File: src/design/kvp_pkg.sv
`timescale 1ns / 1ps
`default_nettype none

package kvp_pkg;

    // result kinds
    localparam logic [2:0] K_KEYBYTE = 3'd0;
    localparam logic [2:0] K_VALBYTE = 3'd1;
    localparam logic [2:0] K_KEYEND  = 3'd2;
    localparam logic [2:0] K_VALEND  = 3'd3;
    localparam logic [2:0] K_ERROR   = 3'd4;
    localparam logic [2:0] K_DONE    = 3'd5;

    // characters
    localparam logic [7:0] CH_QUOTE = 8'h22;
    localparam logic [7:0] CH_BSL   = 8'h5C;
    localparam logic [7:0] CH_COMMA = 8'h2C;
    localparam logic [7:0] CH_EQ    = 8'h3D;
    localparam logic [7:0] CH_GT    = 8'h3E;
    localparam logic [7:0] CH_X     = 8'h78;

    typedef struct packed {
        logic [2:0] kind;
        logic [7:0] data;
        logic       is_null;
    } t_res;

    typedef struct packed {
        logic has_res;
        logic end_item;
        t_res res;
    } t_entry;

    function automatic logic is_blank(input logic [7:0] c);
        return c == 8'h09 || c == 8'h0D || c == 8'h0A || c == 8'h20;
    endfunction

    function automatic logic is_delim(input logic [7:0] c);
        return is_blank(c) || c == CH_COMMA || c == CH_EQ || c == CH_GT;
    endfunction

    // {valid, nibble}
    function automatic logic [4:0] hex_digit(input logic [7:0] c);
        logic [4:0] r;
        r = 5'd0;
        if (c >= 8'h30 && c <= 8'h39) begin
            r = {1'b1, c[3:0]};
        end else if ((c >= 8'h61 && c <= 8'h66) || (c >= 8'h41 && c <= 8'h46)) begin
            r = {1'b1, 4'(c[3:0] + 4'd9)};
        end
        return r;
    endfunction

    // {valid, code} for the single-letter control escapes
    function automatic logic [8:0] ctrl_escape(input logic [7:0] c);
        logic [8:0] r;
        r = 9'd0;
        case (c)
            8'h6E: r = {1'b1, 8'd10};
            8'h74: r = {1'b1, 8'd9};
            8'h72: r = {1'b1, 8'd13};
            8'h61: r = {1'b1, 8'd7};
            8'h76: r = {1'b1, 8'd11};
            8'h62: r = {1'b1, 8'd8};
            8'h66: r = {1'b1, 8'd12};
            default: r = 9'd0;
        endcase
        return r;
    endfunction

    function automatic logic [7:0] null_char(input logic [1:0] idx);
        logic [7:0] r;
        unique case (idx)
            2'd0: r = 8'h4E;
            2'd1: r = 8'h55;
            default: r = 8'h4C;
        endcase
        return r;
    endfunction

endpackage

`default_nettype wire

File: src/design/kvp_front.sv
`timescale 1ns / 1ps
`default_nettype none

module kvp_front import kvp_pkg::*; (
    input  wire logic       i_clk,
    input  wire logic       i_rst_n,
    input  wire logic       i_push,
    input  wire logic [7:0] i_char_byte,
    input  wire logic       i_is_last,
    output logic            o_full,
    input  wire logic       i_q_full,
    output logic            o_q_push,
    output t_entry          o_q_entry
);

    localparam logic [2:0] PH_BEFORE_KEY   = 3'd0;
    localparam logic [2:0] PH_KEY          = 3'd1;
    localparam logic [2:0] PH_AFTER_KEY    = 3'd2;
    localparam logic [2:0] PH_ARROW_GT     = 3'd3;
    localparam logic [2:0] PH_BEFORE_VALUE = 3'd4;
    localparam logic [2:0] PH_VALUE        = 3'd5;

    localparam logic [2:0] ESC_NONE  = 3'd0;
    localparam logic [2:0] ESC_BSL   = 3'd1;
    localparam logic [2:0] ESC_XWAIT = 3'd2;
    localparam logic [2:0] ESC_HEX1  = 3'd3;
    localparam logic [2:0] ESC_OCT   = 3'd4;

    logic [2:0] r_phase, n_phase;
    logic       r_inq, n_inq;
    logic [7:0] r_prev, n_prev;
    logic [2:0] r_esc, n_esc;
    logic [7:0] r_val, n_val;
    logic [1:0] r_dig, n_dig;
    logic [2:0] r_nul, n_nul;
    logic       r_err, n_err;
    logic       r_busy, r_endm, r_prod, r_last;
    logic [7:0] r_c;

    logic [7:0]  c;
    logic        last, go, cont, to_end, fin, prod_eff;
    logic        em_v, res_v;
    logic [7:0]  em_d;
    t_res        res;
    logic        ends, is_oct;
    logic [4:0]  hx;
    logic [8:0]  ce;
    logic [10:0] oct_v;

    assign o_full   = r_busy | i_q_full;
    assign c        = r_busy ? r_c : i_char_byte;
    assign last     = r_busy ? r_last : i_is_last;
    assign go       = !i_q_full && (r_busy || i_push);
    assign prod_eff = r_busy & r_prod;
    assign hx       = hex_digit(c);
    assign ce       = ctrl_escape(c);
    assign is_oct   = c >= 8'h30 && c <= 8'h37;
    assign oct_v    = {r_val, 3'b000} | {8'd0, c[2:0]};
    assign ends     = r_inq ? (c == CH_QUOTE && r_prev != CH_BSL) : is_delim(c);

    always_comb begin
        n_phase = r_phase;
        n_inq   = r_inq;
        n_prev  = r_prev;
        n_esc   = r_esc;
        n_val   = r_val;
        n_dig   = r_dig;
        n_nul   = r_nul;
        n_err   = r_err;
        em_v    = 1'b0;
        em_d    = 8'd0;
        res_v   = 1'b0;
        res     = '0;
        cont    = 1'b0;
        to_end  = 1'b0;
        fin     = 1'b0;

        if (r_err && !r_endm) begin
            fin = 1'b1;
        end else if ((r_phase == PH_KEY && !(r_endm && r_inq)) || r_phase == PH_VALUE) begin
            if (!r_endm && !ends) begin
                // resolve escapes one step at a time
                unique case (r_esc)
                    ESC_NONE: begin
                        if (c == CH_BSL) begin
                            n_esc = ESC_BSL;
                        end else begin
                            em_v = 1'b1;
                            em_d = c;
                        end
                    end
                    ESC_BSL: begin
                        n_esc = ESC_NONE;
                        if (ce[8]) begin
                            em_v = 1'b1;
                            em_d = ce[7:0];
                        end else if (c == CH_X) begin
                            n_esc = ESC_XWAIT;
                        end else if (is_oct) begin
                            n_esc = ESC_OCT;
                            n_val = {5'd0, c[2:0]};
                            n_dig = 2'd1;
                        end else begin
                            em_v = 1'b1;
                            em_d = c;
                        end
                    end
                    ESC_XWAIT: begin
                        if (hx[4]) begin
                            n_esc = ESC_HEX1;
                            n_val = {4'd0, hx[3:0]};
                        end else begin
                            n_esc = ESC_NONE;
                            em_v  = 1'b1;
                            em_d  = CH_X;
                            cont  = 1'b1;
                        end
                    end
                    ESC_HEX1: begin
                        n_esc = ESC_NONE;
                        n_val = 8'd0;
                        em_v  = 1'b1;
                        if (hx[4]) begin
                            em_d = {r_val[3:0], hx[3:0]};
                        end else begin
                            em_d = r_val;
                            cont = 1'b1;
                        end
                    end
                    ESC_OCT: begin
                        if (is_oct) begin
                            if (r_dig >= 2'd2) begin
                                n_esc = ESC_NONE;
                                n_val = 8'd0;
                                n_dig = 2'd0;
                                em_v  = 1'b1;
                                em_d  = oct_v[7:0];
                            end else begin
                                n_val = oct_v[7:0];
                                n_dig = r_dig + 2'd1;
                            end
                        end else begin
                            n_esc = ESC_NONE;
                            n_val = 8'd0;
                            n_dig = 2'd0;
                            em_v  = 1'b1;
                            em_d  = r_val;
                            cont  = 1'b1;
                        end
                    end
                    default: begin
                        n_esc = ESC_NONE;
                    end
                endcase
            end else if (r_esc != ESC_NONE) begin
                // flush a partial escape before the end marker
                em_v  = 1'b1;
                em_d  = (r_esc == ESC_BSL) ? CH_BSL :
                        (r_esc == ESC_XWAIT) ? CH_X : r_val;
                n_esc = ESC_NONE;
                n_val = 8'd0;
                n_dig = 2'd0;
                cont  = 1'b1;
            end else begin
                res_v = 1'b1;
                n_val = 8'd0;
                n_dig = 2'd0;
                n_inq = 1'b0;
                if (r_phase == PH_KEY) begin
                    res.kind = K_KEYEND;
                    n_phase  = PH_AFTER_KEY;
                end else begin
                    res.kind    = K_VALEND;
                    res.is_null = !r_inq && r_nul == 3'd4;
                    n_phase     = PH_BEFORE_KEY;
                end
                cont = r_endm ? 1'b1 : !r_inq;
            end
        end else if (r_endm) begin
            // end of text, remaining phases
            res_v = 1'b1;
            if (r_phase == PH_BEFORE_KEY) begin
                res.kind = K_DONE;
            end else if (r_phase == PH_BEFORE_VALUE) begin
                res.kind = K_VALEND;
                n_phase  = PH_BEFORE_KEY;
                cont     = 1'b1;
            end else begin
                res.kind = K_ERROR;
            end
        end else begin
            unique case (r_phase)
                PH_BEFORE_KEY: begin
                    if (!(is_blank(c) || c == CH_COMMA)) begin
                        n_phase = PH_KEY;
                        n_esc   = ESC_NONE;
                        n_inq   = c == CH_QUOTE;
                        cont    = c != CH_QUOTE;
                    end
                end
                PH_AFTER_KEY: begin
                    if (c == CH_EQ) begin
                        n_phase = PH_ARROW_GT;
                    end else if (!is_blank(c)) begin
                        res_v    = 1'b1;
                        res.kind = K_ERROR;
                        n_err    = 1'b1;
                    end
                end
                PH_ARROW_GT: begin
                    if (c == CH_GT) begin
                        n_phase = PH_BEFORE_VALUE;
                    end else begin
                        res_v    = 1'b1;
                        res.kind = K_ERROR;
                        n_err    = 1'b1;
                    end
                end
                default: begin
                    if (!is_blank(c)) begin
                        n_phase = PH_VALUE;
                        n_nul   = 3'd0;
                        n_esc   = ESC_NONE;
                        n_inq   = c == CH_QUOTE;
                        cont    = c != CH_QUOTE;
                    end
                end
            endcase
        end

        if (em_v) begin
            res_v    = 1'b1;
            res.data = em_d;
            if (r_phase == PH_KEY) begin
                res.kind = K_KEYBYTE;
            end else begin
                res.kind = K_VALBYTE;
                if (r_nul < 3'd4 && em_d == null_char(r_nul[1:0])) begin
                    n_nul = r_nul + 3'd1;
                end else begin
                    n_nul = 3'd5;
                end
            end
        end

        if (!cont && !fin) begin
            if (r_endm || n_err || !last) begin
                fin = 1'b1;
            end else begin
                to_end = 1'b1;
            end
        end

        if (fin) begin
            if (last) begin
                n_phase = PH_BEFORE_KEY;
                n_inq   = 1'b0;
                n_prev  = 8'd0;
                n_esc   = ESC_NONE;
                n_val   = 8'd0;
                n_dig   = 2'd0;
                n_nul   = 3'd0;
                n_err   = 1'b0;
            end else begin
                n_prev = c;
            end
        end
    end

    assign o_q_push           = go && (res_v || (fin && prod_eff));
    assign o_q_entry.has_res  = res_v;
    assign o_q_entry.end_item = fin;
    assign o_q_entry.res      = res;

    always_ff @(posedge i_clk) begin
        if (!i_rst_n) begin
            r_phase <= PH_BEFORE_KEY;
            r_inq   <= 1'b0;
            r_prev  <= 8'd0;
            r_esc   <= ESC_NONE;
            r_val   <= 8'd0;
            r_dig   <= 2'd0;
            r_nul   <= 3'd0;
            r_err   <= 1'b0;
            r_busy  <= 1'b0;
            r_endm  <= 1'b0;
            r_prod  <= 1'b0;
        end else if (go) begin
            r_phase <= n_phase;
            r_inq   <= n_inq;
            r_prev  <= n_prev;
            r_esc   <= n_esc;
            r_val   <= n_val;
            r_dig   <= n_dig;
            r_nul   <= n_nul;
            r_err   <= n_err;
            if (fin) begin
                r_busy <= 1'b0;
                r_endm <= 1'b0;
                r_prod <= 1'b0;
            end else begin
                r_busy <= 1'b1;
                r_endm <= r_endm | to_end;
                r_prod <= prod_eff | res_v;
            end
        end
    end

    // hold the byte while it takes further steps
    always_ff @(posedge i_clk) begin
        if (go && !fin) begin
            r_c    <= c;
            r_last <= last;
        end
    end

endmodule

`default_nettype wire

File: src/design/kvp_queue.sv
`timescale 1ns / 1ps
`default_nettype none

module kvp_queue import kvp_pkg::*; #(
    parameter int DEPTH = 4
) (
    input  wire logic   i_clk,
    input  wire logic   i_rst_n,
    input  wire logic   i_push,
    input  t_entry      i_entry,
    output logic        o_full,
    input  wire logic   i_pop,
    output logic        o_valid,
    output t_entry      o_head
);

    localparam int AW = (DEPTH > 1) ? $clog2(DEPTH) : 1;
    localparam int CW = $clog2(DEPTH + 1);

    t_entry        r_mem [DEPTH];
    logic [AW-1:0] r_wp, r_rp;
    logic [CW-1:0] r_cnt;
    logic          do_push, do_pop;

    assign o_full  = r_cnt == CW'(DEPTH);
    assign o_valid = r_cnt != '0;
    assign o_head  = r_mem[r_rp];
    assign do_push = i_push && !o_full;
    assign do_pop  = i_pop && o_valid;

    always_ff @(posedge i_clk) begin
        if (!i_rst_n) begin
            r_wp  <= '0;
            r_rp  <= '0;
            r_cnt <= '0;
        end else begin
            if (do_push) begin
                r_wp <= (r_wp == AW'(DEPTH - 1)) ? '0 : r_wp + AW'(1);
            end
            if (do_pop) begin
                r_rp <= (r_rp == AW'(DEPTH - 1)) ? '0 : r_rp + AW'(1);
            end
            r_cnt <= r_cnt + CW'(do_push) - CW'(do_pop);
        end
    end

    always_ff @(posedge i_clk) begin
        if (do_push) begin
            r_mem[r_wp] <= i_entry;
        end
    end

endmodule

`default_nettype wire

File: src/design/kvp_back.sv
`timescale 1ns / 1ps
`default_nettype none

module kvp_back import kvp_pkg::*; (
    input  wire logic   i_clk,
    input  wire logic   i_rst_n,
    input  wire logic   i_valid,
    input  t_entry      i_head,
    output logic        o_take,
    output logic        o_empty,
    input  wire logic   i_pop,
    output logic [2:0]  o_kind,
    output logic [7:0]  o_data,
    output logic        o_value_is_null,
    output logic        o_final_result
);

    logic r_hv, r_ov, r_final;
    t_res r_hold, r_out;
    logic o_free, load, load_final;
    t_res load_res;

    assign o_free = !r_ov || i_pop;

    // a held result goes out only once it is known whether it ends its item
    always_comb begin
        o_take     = 1'b0;
        load       = 1'b0;
        load_final = 1'b0;
        load_res   = r_hold;
        if (i_valid) begin
            if (r_hv) begin
                if (o_free) begin
                    load       = 1'b1;
                    load_final = !i_head.has_res;
                    o_take     = !i_head.has_res;
                end
            end else if (i_head.has_res && i_head.end_item) begin
                if (o_free) begin
                    load       = 1'b1;
                    load_final = 1'b1;
                    load_res   = i_head.res;
                    o_take     = 1'b1;
                end
            end else begin
                o_take = 1'b1;
            end
        end
    end

    always_ff @(posedge i_clk) begin
        if (!i_rst_n) begin
            r_hv <= 1'b0;
            r_ov <= 1'b0;
        end else begin
            if (load) begin
                r_ov <= 1'b1;
            end else if (i_pop) begin
                r_ov <= 1'b0;
            end
            if (r_hv && load) begin
                r_hv <= 1'b0;
            end else if (!r_hv && o_take && !load && i_head.has_res) begin
                r_hv <= 1'b1;
            end
        end
    end

    always_ff @(posedge i_clk) begin
        if (load) begin
            r_out   <= load_res;
            r_final <= load_final;
        end
        if (!r_hv && o_take && !load) begin
            r_hold <= i_head.res;
        end
    end

    assign o_empty         = !r_ov;
    assign o_kind          = r_out.kind;
    assign o_data          = r_out.data;
    assign o_value_is_null = r_out.is_null;
    assign o_final_result  = r_final;

endmodule

`default_nettype wire

File: src/design/key_value_pair_text_parser.sv
// Channel  | Handshake        | Fields
// ---------+------------------+------------------------------------------
// input    | push / full      | i_char_byte, i_is_last
// result   | empty / pop      | o_kind, o_data, o_value_is_null, o_final_result
//
// A byte that ends an unquoted token, resolves a pending escape or closes
// the text takes further parse steps in the front. A result goes out once
// pop frees the output and it is known whether it ends its item.
// Synchronous reset returns the parser to the start of a text; no clearing
// pass. full rises while a byte is in its later steps or the queue is full;
// a stalled result side stops the front only through the queue.
`timescale 1ns / 1ps
`default_nettype none

module key_value_pair_text_parser import kvp_pkg::*; #(
    parameter int QUEUE_DEPTH = 4
) (
    input  wire logic       i_clk,
    input  wire logic       i_rst_n,
    input  wire logic       push,
    output logic            full,
    input  wire logic [7:0] i_char_byte,
    input  wire logic       i_is_last,
    output logic            empty,
    input  wire logic       pop,
    output logic [2:0]      o_kind,
    output logic [7:0]      o_data,
    output logic            o_value_is_null,
    output logic            o_final_result
);

    logic   q_full, q_push, q_valid, q_take;
    t_entry q_in, q_head;

    kvp_front u_front (
        .i_clk       (i_clk),
        .i_rst_n     (i_rst_n),
        .i_push      (push),
        .i_char_byte (i_char_byte),
        .i_is_last   (i_is_last),
        .o_full      (full),
        .i_q_full    (q_full),
        .o_q_push    (q_push),
        .o_q_entry   (q_in)
    );

    kvp_queue #(.DEPTH(QUEUE_DEPTH)) u_queue (
        .i_clk   (i_clk),
        .i_rst_n (i_rst_n),
        .i_push  (q_push),
        .i_entry (q_in),
        .o_full  (q_full),
        .i_pop   (q_take),
        .o_valid (q_valid),
        .o_head  (q_head)
    );

    kvp_back u_back (
        .i_clk           (i_clk),
        .i_rst_n         (i_rst_n),
        .i_valid         (q_valid),
        .i_head          (q_head),
        .o_take          (q_take),
        .o_empty         (empty),
        .i_pop           (pop),
        .o_kind          (o_kind),
        .o_data          (o_data),
        .o_value_is_null (o_value_is_null),
        .o_final_result  (o_final_result)
    );

endmodule

`default_nettype wire

File: config.mk
export PLATFORM = sky130hd
export DESIGN_NAME = key_value_pair_text_parser
export DESIGN_NICKNAME = d
export VERILOG_FILES = /design/src/design/kvp_pkg.sv /design/src/design/kvp_front.sv /design/src/design/kvp_queue.sv /design/src/design/kvp_back.sv /design/src/design/key_value_pair_text_parser.sv
export SDC_FILE = /design/constraint.sdc
export NUM_CORES = 1
export LEC_CHECK = 0
export ABC_CLOCK_PERIOD_IN_PS = 7500
export BUFFER_PORTS_ARGS = -buffer_cell sky130_fd_sc_hd__clkbuf_2
export CAP_MARGIN = 30
export CORE_AREA = 2 2 102 202
export DETAILED_ROUTE_END_ITERATION = 6
export DIE_AREA = 0 0 104 204
export GPL_ROUTABILITY_DRIVEN = 0
export HOLD_SLACK_MARGIN = 0.06
export SETUP_SLACK_MARGIN = 0.05
export SYNTH_ARGS = -nofsm -noshare
export SYNTH_HDL_FRONTEND = slang
export SYNTH_SLANG_ARGS = --single-unit
File: constraint.sdc
create_clock -name i_clk -period 7.5 [get_ports i_clk]
set_input_delay 0.375 -clock i_clk [delete_from_list [all_inputs] [get_ports i_clk]]
set_output_delay 0.375 -clock i_clk [all_outputs]
set_load 0.01 [all_outputs]
==> impl_metrics.env <==
export IMPL_status="finished, final reports clean"
export IMPL_insertion_delay_ns=0.42
export IMPL_synthCells=741
export IMPL_hold_class="in -> reg"
export IMPL_initial_core_util_pct=39.3
export IMPL_drive_above_1_share_pct=18.7
export IMPL_cp_end_kind="flop"
export IMPL_pwr_density_cell_nw_per_um2=395
export IMPL_antenna_found_initial=0
export IMPL_synthFlopType="edfxtp_1"
export IMPL_finalSetupTns_ns=0
export IMPL_initialDrtViolationCount=440
export IMPL_synth_fp_nets=770
export IMPL_path_buf_inv=2
export IMPL_overflow=0
export IMPL_yosys_warnings=0
export IMPL_core_sq_um=19700
export IMPL_rows=73
export IMPL_crit_fanout=15
export IMPL_synth_top_cell_by_area="edfxtp_1"
export IMPL_crit_chain="mux2i_4 > inv_2 > ha_1 > o21ai_1 > a31oi_1 > a2111oi_0 > o31ai_1 > a211o_1 > nand3b_2 > o2bb2a_2 > inv_1 > ha_1 > fa_1 > xnor2_1 > xnor2_1 > and2_1"
export IMPL_routed_via_density=5.96
export IMPL_pin_count=28
export IMPL_cts_tree="yes"
export IMPL_holdBufCountCts=0
export IMPL_synth_cell_types=95
export IMPL_fin_skew_ns=0.0137
export IMPL_synthTopCellsByArea="edfxtp_1, dfxtp_1, mux4_2"
export IMPL_grt_pass1_vias=6212
export IMPL_nNetsFinal=788
export IMPL_cts_resized=0
export IMPL_track_usage_pct=20.7
export IMPL_yosysTopAreaCellShare_pct=34.9
export IMPL_port_buffers=27
export IMPL_path_class="reg -> reg"
export IMPL_cts_sinks=133
export IMPL_ant_nets=0
export IMPL_finalSetupViolCount=0
export IMPL_final_area_sq_um=8670
export IMPL_chipHeight_um=204
export IMPL_rsz0062_at_grt="false"
export IMPL_cap_violations=0
export IMPL_htreeDepth=4
export IMPL_dpl_hpwl_um=16200
export IMPL_cts_buffers=17
export IMPL_synth_seq_cells=133
export IMPL_placed_cell_area_sq_um=8090
export IMPL_dr_pass1_iters=6
export IMPL_period_share_pct=65.6
export IMPL_avgSynthCellArea_sq_um=10.5
export IMPL_synthArstFlopShare_pct=0
export IMPL_cts_buffer_depth=2
export IMPL_slew_viol_final=0
export IMPL_antenna_cells=0
export IMPL_critPathTopFamily="compound AO/OA/AOI/OAI gates"
export IMPL_min_period_ns=4.92
export IMPL_cp_slowest_stage_delay_ns=0.62
export IMPL_worstSetupStartpointType="flop"
export IMPL_die_x_um=104
export IMPL_area_growth_syn_to_layout_pct=11.9
export IMPL_crit_path_top_delay_cell="a2111oi_0"
export IMPL_worst_pin_slew_ns=0.931
export IMPL_max_slew_margin_pct=37.5
export IMPL_vdd_drop_max_uv=185
export IMPL_netlist_area_sq_um=7750
export IMPL_p_leak_nw=2.96
export IMPL_drt_wl_total_um=21200
export IMPL_synth_edf_count=90
export IMPL_seq_area_frac_synth_pct=46.0
export IMPL_fmaxAchievable_ghz=0.203
export IMPL_clk_pin_slew_ns=0.06
export IMPL_vias=6164
export IMPL_dieArea_sq_um=21200
export IMPL_grt_max_degree=46
export IMPL_post_drt_wl_per_cell_um=20.5
export IMPL_grt_pass1_wl_um=33900
export IMPL_crit_arrival_ns=5.22
export IMPL_cts_setup_buffers=0
export IMPL_hold_viol=0
export IMPL_clockRootBuffer="clkbuf_16"
export IMPL_cp_required_ns=7.80
export IMPL_drc=0
==> cell type report <==
type	count	area, sq um
clock buffer	17	425
clock inverter	15	130
sequential	133	3560
inverter	32	123
timing repair buffer	40	256
fill	1929	11100
multi-input combinational	535	3840
tap	262	328
==> tightest hold or removal path: stages <==
cell and delay [ns]:
clkbuf_2 0.09, nor2_1 0.05, o21a_1 0.17
==> power breakdown <==
| part | switching (mW) | total [mW] | internal [mW] |
|---|---|---|---|
| clock network | 0.323 | 0.779 | 0.456 |
| registers | 0.134 | 1.24 | 1.11 |
| logic | 0.864 | 1.40 | 0.538 |
==> cells in the mapped netlist (5+ instances only) <==
master and number:
o21ai_1 10, inv_1 27, ha_1 15, buf_6 7
nand3_1 24, nor3_1 21, a22oi_1 12, o22ai_1 9
a32o_1 6, a31oi_1 10, and3_1 6, nand2_1 59
dfxtp_1 43, edfxtp_1 90, o21ai_0 44, buf_2 6
and2_1 9, nand4_1 6, o211ai_1 9, and3b_1 5
mux4_2 14, clkbuf_1 24, mux2_2 15, a21boi_0 9
or3_1 6, nor2_1 51, nor2b_1 26, a21oi_1 36
o31ai_1 5, nand2b_1 5, a21o_1 12, o31a_1 6
==> stage by stage <==
step,util [%],hold WS (ns),power [mW],worst slack [ns],std cells
floorplan,-,0.436,2.25,2.88,741
global placement,40.9,0.451,2.62,2.35,999
detailed placement,41.0,0.457,2.63,2.63,1001
CTS,43.8,0.322,3.42,2.65,1033
global route,43.9,0.330,3.63,2.23,1034
finish,43.9,0.332,3.42,2.58,1034
==> layout by cell type, fill, tap and decap left out, types with 17 or more instances in the layout <==
cell and instances:
nor3_1 21, clkbuf_2 27, inv_1 27, dfxtp_1 42
edfxtp_1 90, nand3_1 24, a21oi_1 36, nor2b_1 26
nor2_1 51, clkbuf_16 17, nand2_1 59, o21ai_0 44
==> layer usage <==
metal  GRT usage, %  part of all wire, %  wire length, um  up-vias
met5              0                    0                0        -
met3           2.74                  4.0              860       97
met2           39.7                   55            11800      275
li1               -                    -                -     2880
met1           19.7                   33             7060     2912
met4           15.1                  7.2             1540        0
==> logic make-up after synthesis <==
group,after synthesis,synth area share [%]
adders and majority gates,16,2.68
xor gates and xnor gates,7,0.791
buffers and inverters,73,4.39
AOI/OAI and AO/OA,230,21.5
and+or+nand+nor,245,17.0
muxes,37,7.66
DFF,133,46.0
==> worst paths after layout <==
| kind | to | slack, ns | from | cells past startpoint |
|---|---|---|---|---|
| setup reg to reg | u_queue.r_cnt[2] | 2.58 | u_front.r_busy | 16 |
| hold reg to reg | u_front.r_prev[5] | 0.46 | u_front.r_prev[5] | 2 |
| setup / recovery | u_queue.r_cnt[2] | 2.58 | u_front.r_busy | 16 |
| hold / removal | u_back.r_ov | 0.33 | pop | 3 |
==> flip-flops by register name (all words and copies together) (netlist names), named ones only <==
register and cells:
u_queue.r_mem 56, u_back.r_hold 12, u_back.o_data 8, u_front.r_c 8, u_front.r_prev 8, u_front.r_val 8, u_back.o_kind 3, u_front.r_esc 3
u_front.r_nul 3, u_front.r_phase 3, u_queue.r_cnt 3, u_front.r_dig 2, u_queue.r_rp 2, u_queue.r_wp 2, u_back.o_final_result 1, u_back.o_value_is_null 1
u_back.r_hv 1, u_back.r_ov 1, u_front.r_busy 1, u_front.r_endm 1, u_front.r_err 1, u_front.r_inq 1, u_front.r_last 1, u_front.r_prod 1
Note: power is estimated with default switching activity, not from simulation.
